$ cat src/rtl/itoad_pkg.sv
// Shared types, constants and the digit character table for the integer to
// ASCII digit converter. Depends on nothing.
package itoad_pkg;

  localparam int VALUE_W           = 32;
  localparam int MIN_W             = 5;
  localparam int CH_W              = 8;
  localparam int MAX_CHARS_DEFAULT = 16;
  localparam int QUEUE_DEPTH       = 2;
  localparam int BCD_DIGITS        = 10;
  localparam int NDIG_W            = 5;
  localparam int TOTAL_W           = 7;

  localparam logic [CH_W-1:0] CH_MINUS = 8'h2d;
  localparam logic [CH_W-1:0] CH_ZERO  = 8'h30;
  localparam logic [CH_W-1:0] CH_X     = 8'h78;
  localparam logic [CH_W-1:0] CH_NONE  = 8'h00;

  localparam logic [1:0] LEAD_NONE = 2'd0;
  localparam logic [1:0] LEAD_SIGN = 2'd1;
  localparam logic [1:0] LEAD_HEX  = 2'd2;

  typedef struct packed {
    logic [VALUE_W-1:0] mag;
    logic               negative;
    logic               hex;
    logic [MIN_W-1:0]   min_digits;
    logic               pad_err;
  } item_t;

  function automatic logic [CH_W-1:0] digit_char(input logic [3:0] d);
    logic [CH_W-1:0] c;
    case (d)
      4'd0:    c = 8'h30;
      4'd1:    c = 8'h31;
      4'd2:    c = 8'h32;
      4'd3:    c = 8'h33;
      4'd4:    c = 8'h34;
      4'd5:    c = 8'h35;
      4'd6:    c = 8'h36;
      4'd7:    c = 8'h37;
      4'd8:    c = 8'h38;
      4'd9:    c = 8'h39;
      4'd10:   c = 8'h61;
      4'd11:   c = 8'h62;
      4'd12:   c = 8'h63;
      4'd13:   c = 8'h64;
      4'd14:   c = 8'h65;
      4'd15:   c = 8'h66;
      default: c = 8'h30;
    endcase
    return c;
  endfunction

endpackage

$ cat src/rtl/itoad_front.sv
// Front end: accepts input beats, takes the magnitude and flags oversized padding.
// Depends on itoad_pkg.
module itoad_front import itoad_pkg::*; #(
  parameter int MAX_CHARS = MAX_CHARS_DEFAULT
) (
  input  logic               item_valid,
  output logic               item_stall,
  input  logic [VALUE_W-1:0] value,
  input  logic               is_signed,
  input  logic               hex,
  input  logic [MIN_W-1:0]   min_digits,
  input  logic               queue_full,
  output logic               push,
  output item_t              push_item
);

  logic negative;

  assign negative   = is_signed & value[VALUE_W-1];
  assign item_stall = queue_full;
  assign push       = item_valid & ~queue_full;

  always_comb begin
    push_item.mag        = negative ? (VALUE_W'(0) - value) : value;
    push_item.negative   = negative;
    push_item.hex        = hex;
    push_item.min_digits = min_digits;
    push_item.pad_err    = TOTAL_W'(min_digits) > TOTAL_W'(MAX_CHARS);
  end

endmodule

$ cat src/rtl/itoad_queue.sv
// Short queue of classified items between the front and back ends.
// Depends on itoad_pkg.
module itoad_queue import itoad_pkg::*; (
  input  logic  clk,
  input  logic  rst,
  input  logic  push,
  input  item_t push_item,
  input  logic  pop,
  output item_t head,
  output logic  full,
  output logic  empty
);

  localparam int PW = (QUEUE_DEPTH > 1) ? $clog2(QUEUE_DEPTH) : 1;
  localparam int CW = $clog2(QUEUE_DEPTH + 1);

  item_t          entries [QUEUE_DEPTH];
  logic [PW-1:0]  wr_ptr;
  logic [PW-1:0]  rd_ptr;
  logic [CW-1:0]  count;

  assign full  = count == CW'(QUEUE_DEPTH);
  assign empty = count == '0;
  assign head  = entries[rd_ptr];

  always_ff @(posedge clk) begin
    if (push) begin
      entries[wr_ptr] <= push_item;
    end
    if (rst) begin
      wr_ptr <= '0;
      rd_ptr <= '0;
      count  <= '0;
    end else begin
      if (push) begin
        wr_ptr <= (wr_ptr == PW'(QUEUE_DEPTH - 1)) ? '0 : wr_ptr + 1'b1;
      end
      if (pop) begin
        rd_ptr <= (rd_ptr == PW'(QUEUE_DEPTH - 1)) ? '0 : rd_ptr + 1'b1;
      end
      if (push && !pop) begin
        count <= count + 1'b1;
      end else if (pop && !push) begin
        count <= count - 1'b1;
      end
    end
  end

endmodule

$ cat src/rtl/itoad_back.sv
// Back end: decimal BCD conversion by shift and add-three, sizing, and
// character emission through an output register. Depends on itoad_pkg.
module itoad_back import itoad_pkg::*; #(
  parameter int MAX_CHARS = MAX_CHARS_DEFAULT
) (
  input  logic            clk,
  input  logic            rst,
  input  item_t           head,
  input  logic            empty,
  output logic            pop,
  output logic            char_valid,
  input  logic            char_stall,
  output logic [CH_W-1:0] ch,
  output logic            last,
  output logic            error
);

  localparam int DW = $clog2(MAX_CHARS + 1);

  typedef enum logic [1:0] {
    S_IDLE,
    S_CONV,
    S_SIZE,
    S_EMIT
  } state_t;

  state_t             state;
  logic [VALUE_W-1:0] shift;
  logic [3:0]         bcd [BCD_DIGITS];
  logic [3:0]         bcd_next [BCD_DIGITS];
  logic [4:0]         bit_cnt;
  logic               negative;
  logic               hex_mode;
  logic [MIN_W-1:0]   min_dig;
  logic               err;
  logic [1:0]         pre;
  logic [DW-1:0]      didx;

  logic [NDIG_W-1:0]  nat;
  logic [NDIG_W-1:0]  nd;
  logic [1:0]         lead;
  logic [TOTAL_W-1:0] total;
  logic [DW-1:0]      di;
  logic [3:0]         dsel;
  logic               fire;
  logic [CH_W-1:0]    ch_next;
  logic               last_next;
  logic [4*BCD_DIGITS-1:0] hex_ext;

  assign pop     = (state == S_IDLE) && !empty;
  assign fire    = (state == S_EMIT) && (!char_valid || !char_stall);
  assign hex_ext = (4*BCD_DIGITS)'(head.mag);

  always_comb begin
    logic [3:0] adj [BCD_DIGITS];
    for (int k = 0; k < BCD_DIGITS; k++) begin
      adj[k] = (bcd[k] >= 4'd5) ? bcd[k] + 4'd3 : bcd[k];
    end
    bcd_next[0] = {adj[0][2:0], shift[VALUE_W-1]};
    for (int k = 1; k < BCD_DIGITS; k++) begin
      bcd_next[k] = {adj[k][2:0], adj[k-1][3]};
    end
  end

  always_comb begin
    nat = '0;
    for (int k = 0; k < BCD_DIGITS; k++) begin
      if (bcd[k] != 4'd0) begin
        nat = NDIG_W'(k + 1);
      end
    end
    nd = (nat > NDIG_W'(min_dig)) ? nat : NDIG_W'(min_dig);
    if (nd == '0) begin
      nd = NDIG_W'(1);
    end
    lead  = negative ? LEAD_SIGN : (hex_mode ? LEAD_HEX : LEAD_NONE);
    total = TOTAL_W'(lead) + TOTAL_W'(nd);
  end

  always_comb begin
    di   = didx - 1'b1;
    dsel = (di < DW'(BCD_DIGITS)) ? bcd[di[3:0]] : 4'd0;
    if (err) begin
      ch_next   = CH_NONE;
      last_next = 1'b1;
    end else if (pre != LEAD_NONE) begin
      ch_next   = negative ? CH_MINUS : ((pre == LEAD_HEX) ? CH_ZERO : CH_X);
      last_next = 1'b0;
    end else begin
      ch_next   = digit_char(dsel);
      last_next = didx == DW'(1);
    end
  end

  always_ff @(posedge clk) begin
    if (rst) begin
      state      <= S_IDLE;
      char_valid <= 1'b0;
    end else begin
      if (fire) begin
        char_valid <= 1'b1;
        ch         <= ch_next;
        last       <= last_next;
        error      <= err;
      end else if (!char_stall) begin
        char_valid <= 1'b0;
      end
      case (state)
        S_IDLE: begin
          if (!empty) begin
            negative <= head.negative;
            hex_mode <= head.hex;
            min_dig  <= head.min_digits;
            err      <= head.pad_err;
            shift    <= head.mag;
            bit_cnt  <= '0;
            for (int k = 0; k < BCD_DIGITS; k++) begin
              bcd[k] <= head.hex ? hex_ext[4*k +: 4] : 4'd0;
            end
            if (head.pad_err) begin
              state <= S_EMIT;
            end else if (head.hex) begin
              state <= S_SIZE;
            end else begin
              state <= S_CONV;
            end
          end
        end
        S_CONV: begin
          bcd     <= bcd_next;
          shift   <= shift << 1;
          bit_cnt <= bit_cnt + 1'b1;
          if (bit_cnt == 5'd31) begin
            state <= S_SIZE;
          end
        end
        S_SIZE: begin
          err   <= total > TOTAL_W'(MAX_CHARS);
          pre   <= lead;
          didx  <= DW'(nd);
          state <= S_EMIT;
        end
        S_EMIT: begin
          if (fire) begin
            if (err || (pre == LEAD_NONE && didx == DW'(1))) begin
              state <= S_IDLE;
            end else if (pre != LEAD_NONE) begin
              pre <= pre - 1'b1;
            end else begin
              didx <= didx - 1'b1;
            end
          end
        end
        default: state <= S_IDLE;
      endcase
    end
  end

endmodule

$ cat src/rtl/integer_to_ascii_digits_unit.sv
// Integer to ASCII digit converter: decimal or hex text, zero padded, signed.
// The shift and add-three loop takes one cycle per value bit; hex items skip it.
// The back end converts one item at a time, while the queue takes new beats until full.
// Reset (rst, synchronous) empties the queue and the output register.
// Depends on itoad_pkg, itoad_front, itoad_queue and itoad_back.
module integer_to_ascii_digits_unit import itoad_pkg::*; #(
  parameter int MAX_CHARS = MAX_CHARS_DEFAULT
) (
  input  logic               clk,
  input  logic               rst,
  input  logic               item_valid,
  output logic               item_stall,
  input  logic [VALUE_W-1:0] value,
  input  logic               is_signed,
  input  logic               hex,
  input  logic [MIN_W-1:0]   min_digits,
  output logic               char_valid,
  input  logic               char_stall,
  output logic [CH_W-1:0]    ch,
  output logic               last,
  output logic               error
);

  logic  push;
  item_t push_item;
  logic  pop;
  item_t head;
  logic  full;
  logic  empty;

  itoad_front #(.MAX_CHARS(MAX_CHARS)) u_front (
    .item_valid (item_valid),
    .item_stall (item_stall),
    .value      (value),
    .is_signed  (is_signed),
    .hex        (hex),
    .min_digits (min_digits),
    .queue_full (full),
    .push       (push),
    .push_item  (push_item)
  );

  itoad_queue u_queue (
    .clk       (clk),
    .rst       (rst),
    .push      (push),
    .push_item (push_item),
    .pop       (pop),
    .head      (head),
    .full      (full),
    .empty     (empty)
  );

  itoad_back #(.MAX_CHARS(MAX_CHARS)) u_back (
    .clk        (clk),
    .rst        (rst),
    .head       (head),
    .empty      (empty),
    .pop        (pop),
    .char_valid (char_valid),
    .char_stall (char_stall),
    .ch         (ch),
    .last       (last),
    .error      (error)
  );

  a_pop_nonempty: assert property (@(posedge clk) disable iff (rst) pop |-> !empty)
    else $error("queue popped while empty");

  a_err_single: assert property (@(posedge clk) disable iff (rst)
    char_valid && error |-> last && ch == CH_NONE)
    else $error("error beat is not a single zero character");

  a_reset_idle: assert property (@(posedge clk) rst |=> !char_valid && !empty == 1'b0)
    else $error("reset did not clear output and queue");

endmodule
$ cat config.mk
export PLATFORM = sky130hd
export DESIGN_NAME = integer_to_ascii_digits_unit
export DESIGN_NICKNAME = d
export VERILOG_FILES = /design/src/rtl/itoad_pkg.sv /design/src/rtl/itoad_front.sv /design/src/rtl/itoad_queue.sv /design/src/rtl/itoad_back.sv /design/src/rtl/integer_to_ascii_digits_unit.sv
export SDC_FILE = /design/constraint.sdc
export NUM_CORES = 1
export LEC_CHECK = 0
export ABC_AREA = 1
export BUFFER_PORTS_ARGS = -buffer_cell sky130_fd_sc_hd__buf_2
export CAP_MARGIN = 30
export CORE_MARGIN = 3
export CORE_UTILIZATION = 45
export DETAILED_ROUTE_END_ITERATION = 12
export PLACE_DENSITY = 0.6
export RECOVER_POWER = 25
export SYNTH_ARGS = -nofsm -noshare
export SYNTH_HDL_FRONTEND = slang
export SYNTH_HIERARCHICAL = 1
export SYNTH_SLANG_ARGS = --single-unit
$ cat constraint.sdc
create_clock -name clk -period 21.6 [get_ports clk]
set_input_delay 4.32 -clock clk [delete_from_list [all_inputs] [get_ports clk]]
set_output_delay 4.32 -clock clk [all_outputs]
set_load 0.02 [all_outputs]
After elaboration in Yosys (flattened, before gate mapping)
Memories as Yosys holds them, arrays and structs flattened. A register that Yosys moved wholly into a read port is not among the register bits.
Index checks and enable logic that the tools add are counted.
Operators by class
  equality and inequality tests: 15
  magnitude comparators: 15
  bitwise gates (word level): 6
  reduce and logical (&&, ||, !) cells: 38
  $add $sub $neg: 19
  multiplexer cells: 74
Operators with widths (number)
  $mux W4: 23
  $pmux W40 S2: 1
  $mux W32: 2
  $pmux W32 S2: 1
  $ge A4 B3 Y1 const B: 10
  $mux W40: 1
  $reduce_bool A4 Y1: 10
  $add A4 B2 Y4 const B: 9
  $sub A1 B32 Y32 const A: 1
  $mux W2: 15
  $mux W5: 6
  $pmux W5 S2: 2
  $bmux W4 S4: 1
  $mux W8: 2
  $mux W3: 5
  $mux W1: 11
  $ne A2 B2 Y1 const B: 5
  $reduce_and A5 Y1: 2
  $reduce_bool A2 Y1: 5
  $reduce_and A3 Y1: 3
  $eq A2 B2 Y1 const B: 4
  $pmux W2 S4: 1
  $gt A7 B5 Y1 const B: 1
  $mux W7: 1
  27 further kinds: 45
Word-level totals
  register bits: 109
  ROM bits: 96
  RAM bits: 80
  input port bits: 43
  output and inout port bits: 12
  logic and storage cells: 195
  memories kept: 2
Memory list
  (no name shown): depth 16, width 6, read ports 1, clocked after Yosys merged registers in 0, wr ports 0, RTL line itoad_pkg.sv:33  | case (d)
  u_queue.entries: depth 2, width 40, read ports 1, clocked after Yosys merged registers in 1, wr ports 1, RTL line itoad_queue.sv:17  | item_t entries [QUEUE_DEPTH];

Longest topological paths before layout
  depth after elaboration: 18
  depth in mapped cells: 31
  gate-level depth less buffers: 31

Modules after synthesis
Netlist, hierarchy kept.
Modules (own cells, without submodules)
  itoad_back: cells an instance 759, area each 6433.7 µm², seq. area each 3093.0 µm², instances 1
  itoad_queue: cells an instance 157, area each 3124.2 µm², seq. area each 2502.4 µm², instances 1
  itoad_front: cells an instance 238, area each 1192.4 µm², seq. area each 0.0 µm², instances 1

Worst setup path before layout
OpenSTA, ideal clock, no wires.
  kind: in2reg
  start point: in rst
  end point: reg u_back/bcd[0] (netlist name) (enable)
  library setup time: 627 ps
  data arrival time: 10196 ps
  data required time: 20973 ps
  slack: 10777 ps
  stages: 2
  cells stage by stage: clkbuf_1 -> a211oi_1
On the way
  word-level cells in the longest chain between the ends: 2
RTL lines
  start: declaration: RTL line integer_to_ascii_digits_unit.sv:10  | input logic rst,
  $not A1 Y1 (no source line)
  $reduce_and A3 Y1 (no source line)
  end signal: indexed assignment: RTL line itoad_back.sv:118  | bcd[k] <= head.hex ? hex_ext[4*k +: 4] : 4'd0;
  end signal: assignment: RTL line itoad_back.sv:130  | bcd <= bcd_next;
  end: declaration: RTL line itoad_back.sv:29  | logic [3:0] bcd [BCD_DIGITS];
Every way passes these cells.
A chain may end at the register's enable or synchronous reset.

Worst setup path in the final report
  start point: in char_stall
  end point: reg u_back.didx[0] (enable)
On the way
  word-level cells in the longest chain between the ends: 5
RTL lines
  start: declaration: RTL line integer_to_ascii_digits_unit.sv:18  | input logic char_stall,
  $logic_not A1 Y1: RTL line itoad_back.sv:51  | assign fire = (state == S_EMIT) && (!char_valid || !char_stall);
  $logic_or A1 B1 Y1: RTL line itoad_back.sv:51
  $logic_and A1 B1 Y1: RTL line itoad_back.sv:51
  $ne A2 B1 Y1 (no source line)
  $reduce_and A5 Y1 (no source line)
  end signal: assignment: RTL line itoad_back.sv:140  | didx <= DW'(nd);
  end signal: assignment: RTL line itoad_back.sv:150  | didx <= didx - 1'b1;
  end: declaration: RTL line itoad_back.sv:37  | logic [DW-1:0] didx;
Every way passes these cells.

==> results_dict.tcl <==
set metrics [dict create \
    outcome "finished, violations left" \
    violations "max-capacitance violations, max-slew violations" \
    antenna_found_initial 0 \
    dp_hpwl_mm 16.19 \
    start_util 0.4663 \
    power_density_mw_per_mm2 121.4 \
    rr_worst_depth 7 \
    die_w_um 160.6 \
    fin_area_sq_mm 0.01187 \
    drtAntennaViolNets 0 \
    drc_errors 0 \
    postSynthAreaPerCell_sq_um 9.316 \
    drive_gt1_frac 0.1498 \
    htreeDepth 4 \
    syn_to_final_growth_pct 10.42 \
    skew_ns 0.01401 \
    period_share 0.2650 \
    grt_pass1_vias 7399 \
    postCtsHoldBufs 0 \
    slew_viol_final 153 \
    cts_tree "yes" \
    worst_pin_slew_ns 2.820 \
    clk_latency_ns 0.43 \
    post_drt_wl_per_cell_um 14.96 \
    setup_tns_ns 0 \
    n_fill_cell 2165 \
    cp.required_ns 21.67 \
    syn_inst 1154 \
    async_flop_share 0 \
    syn_area_sq_mm 0.01075 \
    final_hold_viol_count 0 \
    seqCellArea_sq_mm 0.005595 \
    first_pass_iters 5 \
    ys_ff_latch 189 \
    final_nets 1280 \
    cellLeakagePower_nw 4.915 \
    hold_class "reg2reg" \
    crit_type "in2reg" \
    grt_pass1_wl_mm 37.89 \
    ctsResizeCount 0 \
    end_kind "flop" \
    drt-vias-per-instance 5.024 \
    dieArea_sq_mm 0.02578 \
    portBuffers 53 \
    grt_max_degree 62 \
    drt_iter0_drc 429 \
    layout_common_cells "nand2_1, edfxtp_1, inv_1" \
    vias 7641 \
    yosysUniqueCellTypes 44 \
    period_minus_slack_ns 5.724 \
    synth_ff_type "edfxtp_1" \
    placed_area_sq_mm 0.01128 \
    gp_congestion 0.8462 \
    rows 55 \
    clock-root-buffer "clkbuf_16" \
    worstHoldPathCells 2 \
    clk_pin_slew_ns 0.08 \
    post-cts-setup-buffers 0 \
    coreArea_sq_mm 0.02305 \
    multi_input_area_sq_mm 0.004402 \
    grtUsageTotal 0.1821 \
    cts_buffers 17 \
    rsz0062_at_grt "false" \
    maxCapViolCount 3 \
    clk_path_buf_depth 2 \
    setup_violations 0 \
    syn_nets 1239 \
    die_h_um 160.6 \
    crit_fanout 10 \
    synth_edf_count 181 \
    ioPinCount 55 \
    maxSlewHeadroom -0.8801 \
    arrival_ns 5.80 \
    wirelength_mm 22.75 \
    clock-sinks 189 \
    synth_warnings 6 \
    seq_area_frac_synth 0.5205 \
    crit_path_start_kind "input pin" \
    antenna_cells 0 \
    layout_commonest_cell "nand2_1" \
    fmax_ghz 0.1747 \
    irDropWorstVdd_v 0.00005437 \
    grt_overflow 0 \
]
-- worst paths after layout --
path / from / end / slack (ns)
max reg2reg: u_back/state[1] / u_back/bcd[31] / 16.53
max: char_stall / u_back/didx[0] / 15.88
min reg2reg: u_back/shift[2] / u_back/shift[3] / 0.52
min: u_back/shift[2] / u_back/shift[3] / 0.52
-- critical path, stage by stage --
cell,delay [ns]
buf_2,0.09
nand2_1,0.10
nand2_1,0.06
nor2_1,0.61
a21oi_1,0.20
a21oi_1,0.42
-- report_power, final --
part	internal, mW	leakage, nW	switching, mW
Combinational	0.184	2.85	0.346
Sequential	0.542	1.76	0.0496
Clock	0.159	0.298	0.160
Total	0.885	4.92	0.556
-- Yosys cell counts, types with 2 or more instances --
master    instances  share of area
nor2_1          113          0.039
o32ai_1           7         0.0057
o22ai_1          14         0.0081
a211oi_1          5         0.0035
nand4_1           4         0.0023
xnor2_2           2         0.0030
nand2_4           3         0.0031
nor2_4           11          0.012
nand3_1          45          0.021
inv_2             6         0.0021
o21ai_1          12         0.0056
edfxtp_1        181           0.51
buf_6             8         0.0084
nor2_2           16         0.0093
o21ai_2           5         0.0041
a21oi_1          48          0.022
buf_2             4         0.0019
dfxtp_1           8          0.015
clkbuf_1         16         0.0056
nand2_2           9         0.0052
xnor2_1           7         0.0057
nand2_1         291           0.10
o211ai_1          2         0.0014
inv_1           126          0.044
nor3_1            6         0.0028
buf_4            11         0.0077
xor2_1           19          0.015
o21ai_0          78          0.036
ha_1             41          0.048
mux2_2           40          0.042
and2_1            3         0.0017
-- logic make-up (layout without fill, tap and decap cells) --
group,count (synthesis),after routing,synth area share
and+or+nand+nor,503,503,0.2000
DFF,189,189,0.5205
AOI/OAI and AO/OA,176,176,0.09113
buffers and inverters,174,228,0.07088
adders and majority gates,42,42,0.04958
muxes,40,40,0.04190
xor gates and xnor gates,29,29,0.02572
other,1,1,0.0003488
-- metrics by stage --
stage,utilization,cells,setup WS [ns],hold slack (ns),power [mW]
floorplan,-,1154,10.78,0.4813,0.9926
global placement,0.4869,1487,15.45,0.5001,1.110
detailed placement,0.4893,1489,15.43,0.5031,1.126
CTS,0.5162,1521,15.89,0.5205,1.450
global route,0.5149,1521,15.64,0.5559,1.555
finish,0.5149,1521,15.88,0.5214,1.441
-- state kept, by name, indices dropped and copies added, names as in the netlist, 2 cells and up, named ones only --
signal           flops
u_queue/entries     80
u_back/state         2
u_back/pre           2
u_queue/count        2
u_back/shift        32
u_back/bit_cnt       5
u_back/min_dig       5
u_back/bcd          40
u_back/didx          5
u_back/ch            7
-- layout make-up --
cell class	count	share of cell area
clock inverter	15	0.01634
multi-input combinational	791	0.3708
sequential	189	0.4714
timing repair buffer	62	0.03015
tap	313	0.03299
inverter	134	0.04248
clock buffer	17	0.03584
-- metal layers --
layer / global-route usage / part of all wire
met5: 0 / 0
met4: 0.04892 / 0.011
met3: 0.02708 / 0.030
met2: 0.2952 / 0.47
met1: 0.2571 / 0.49
Note: power is estimated with default switching activity, not from simulation.
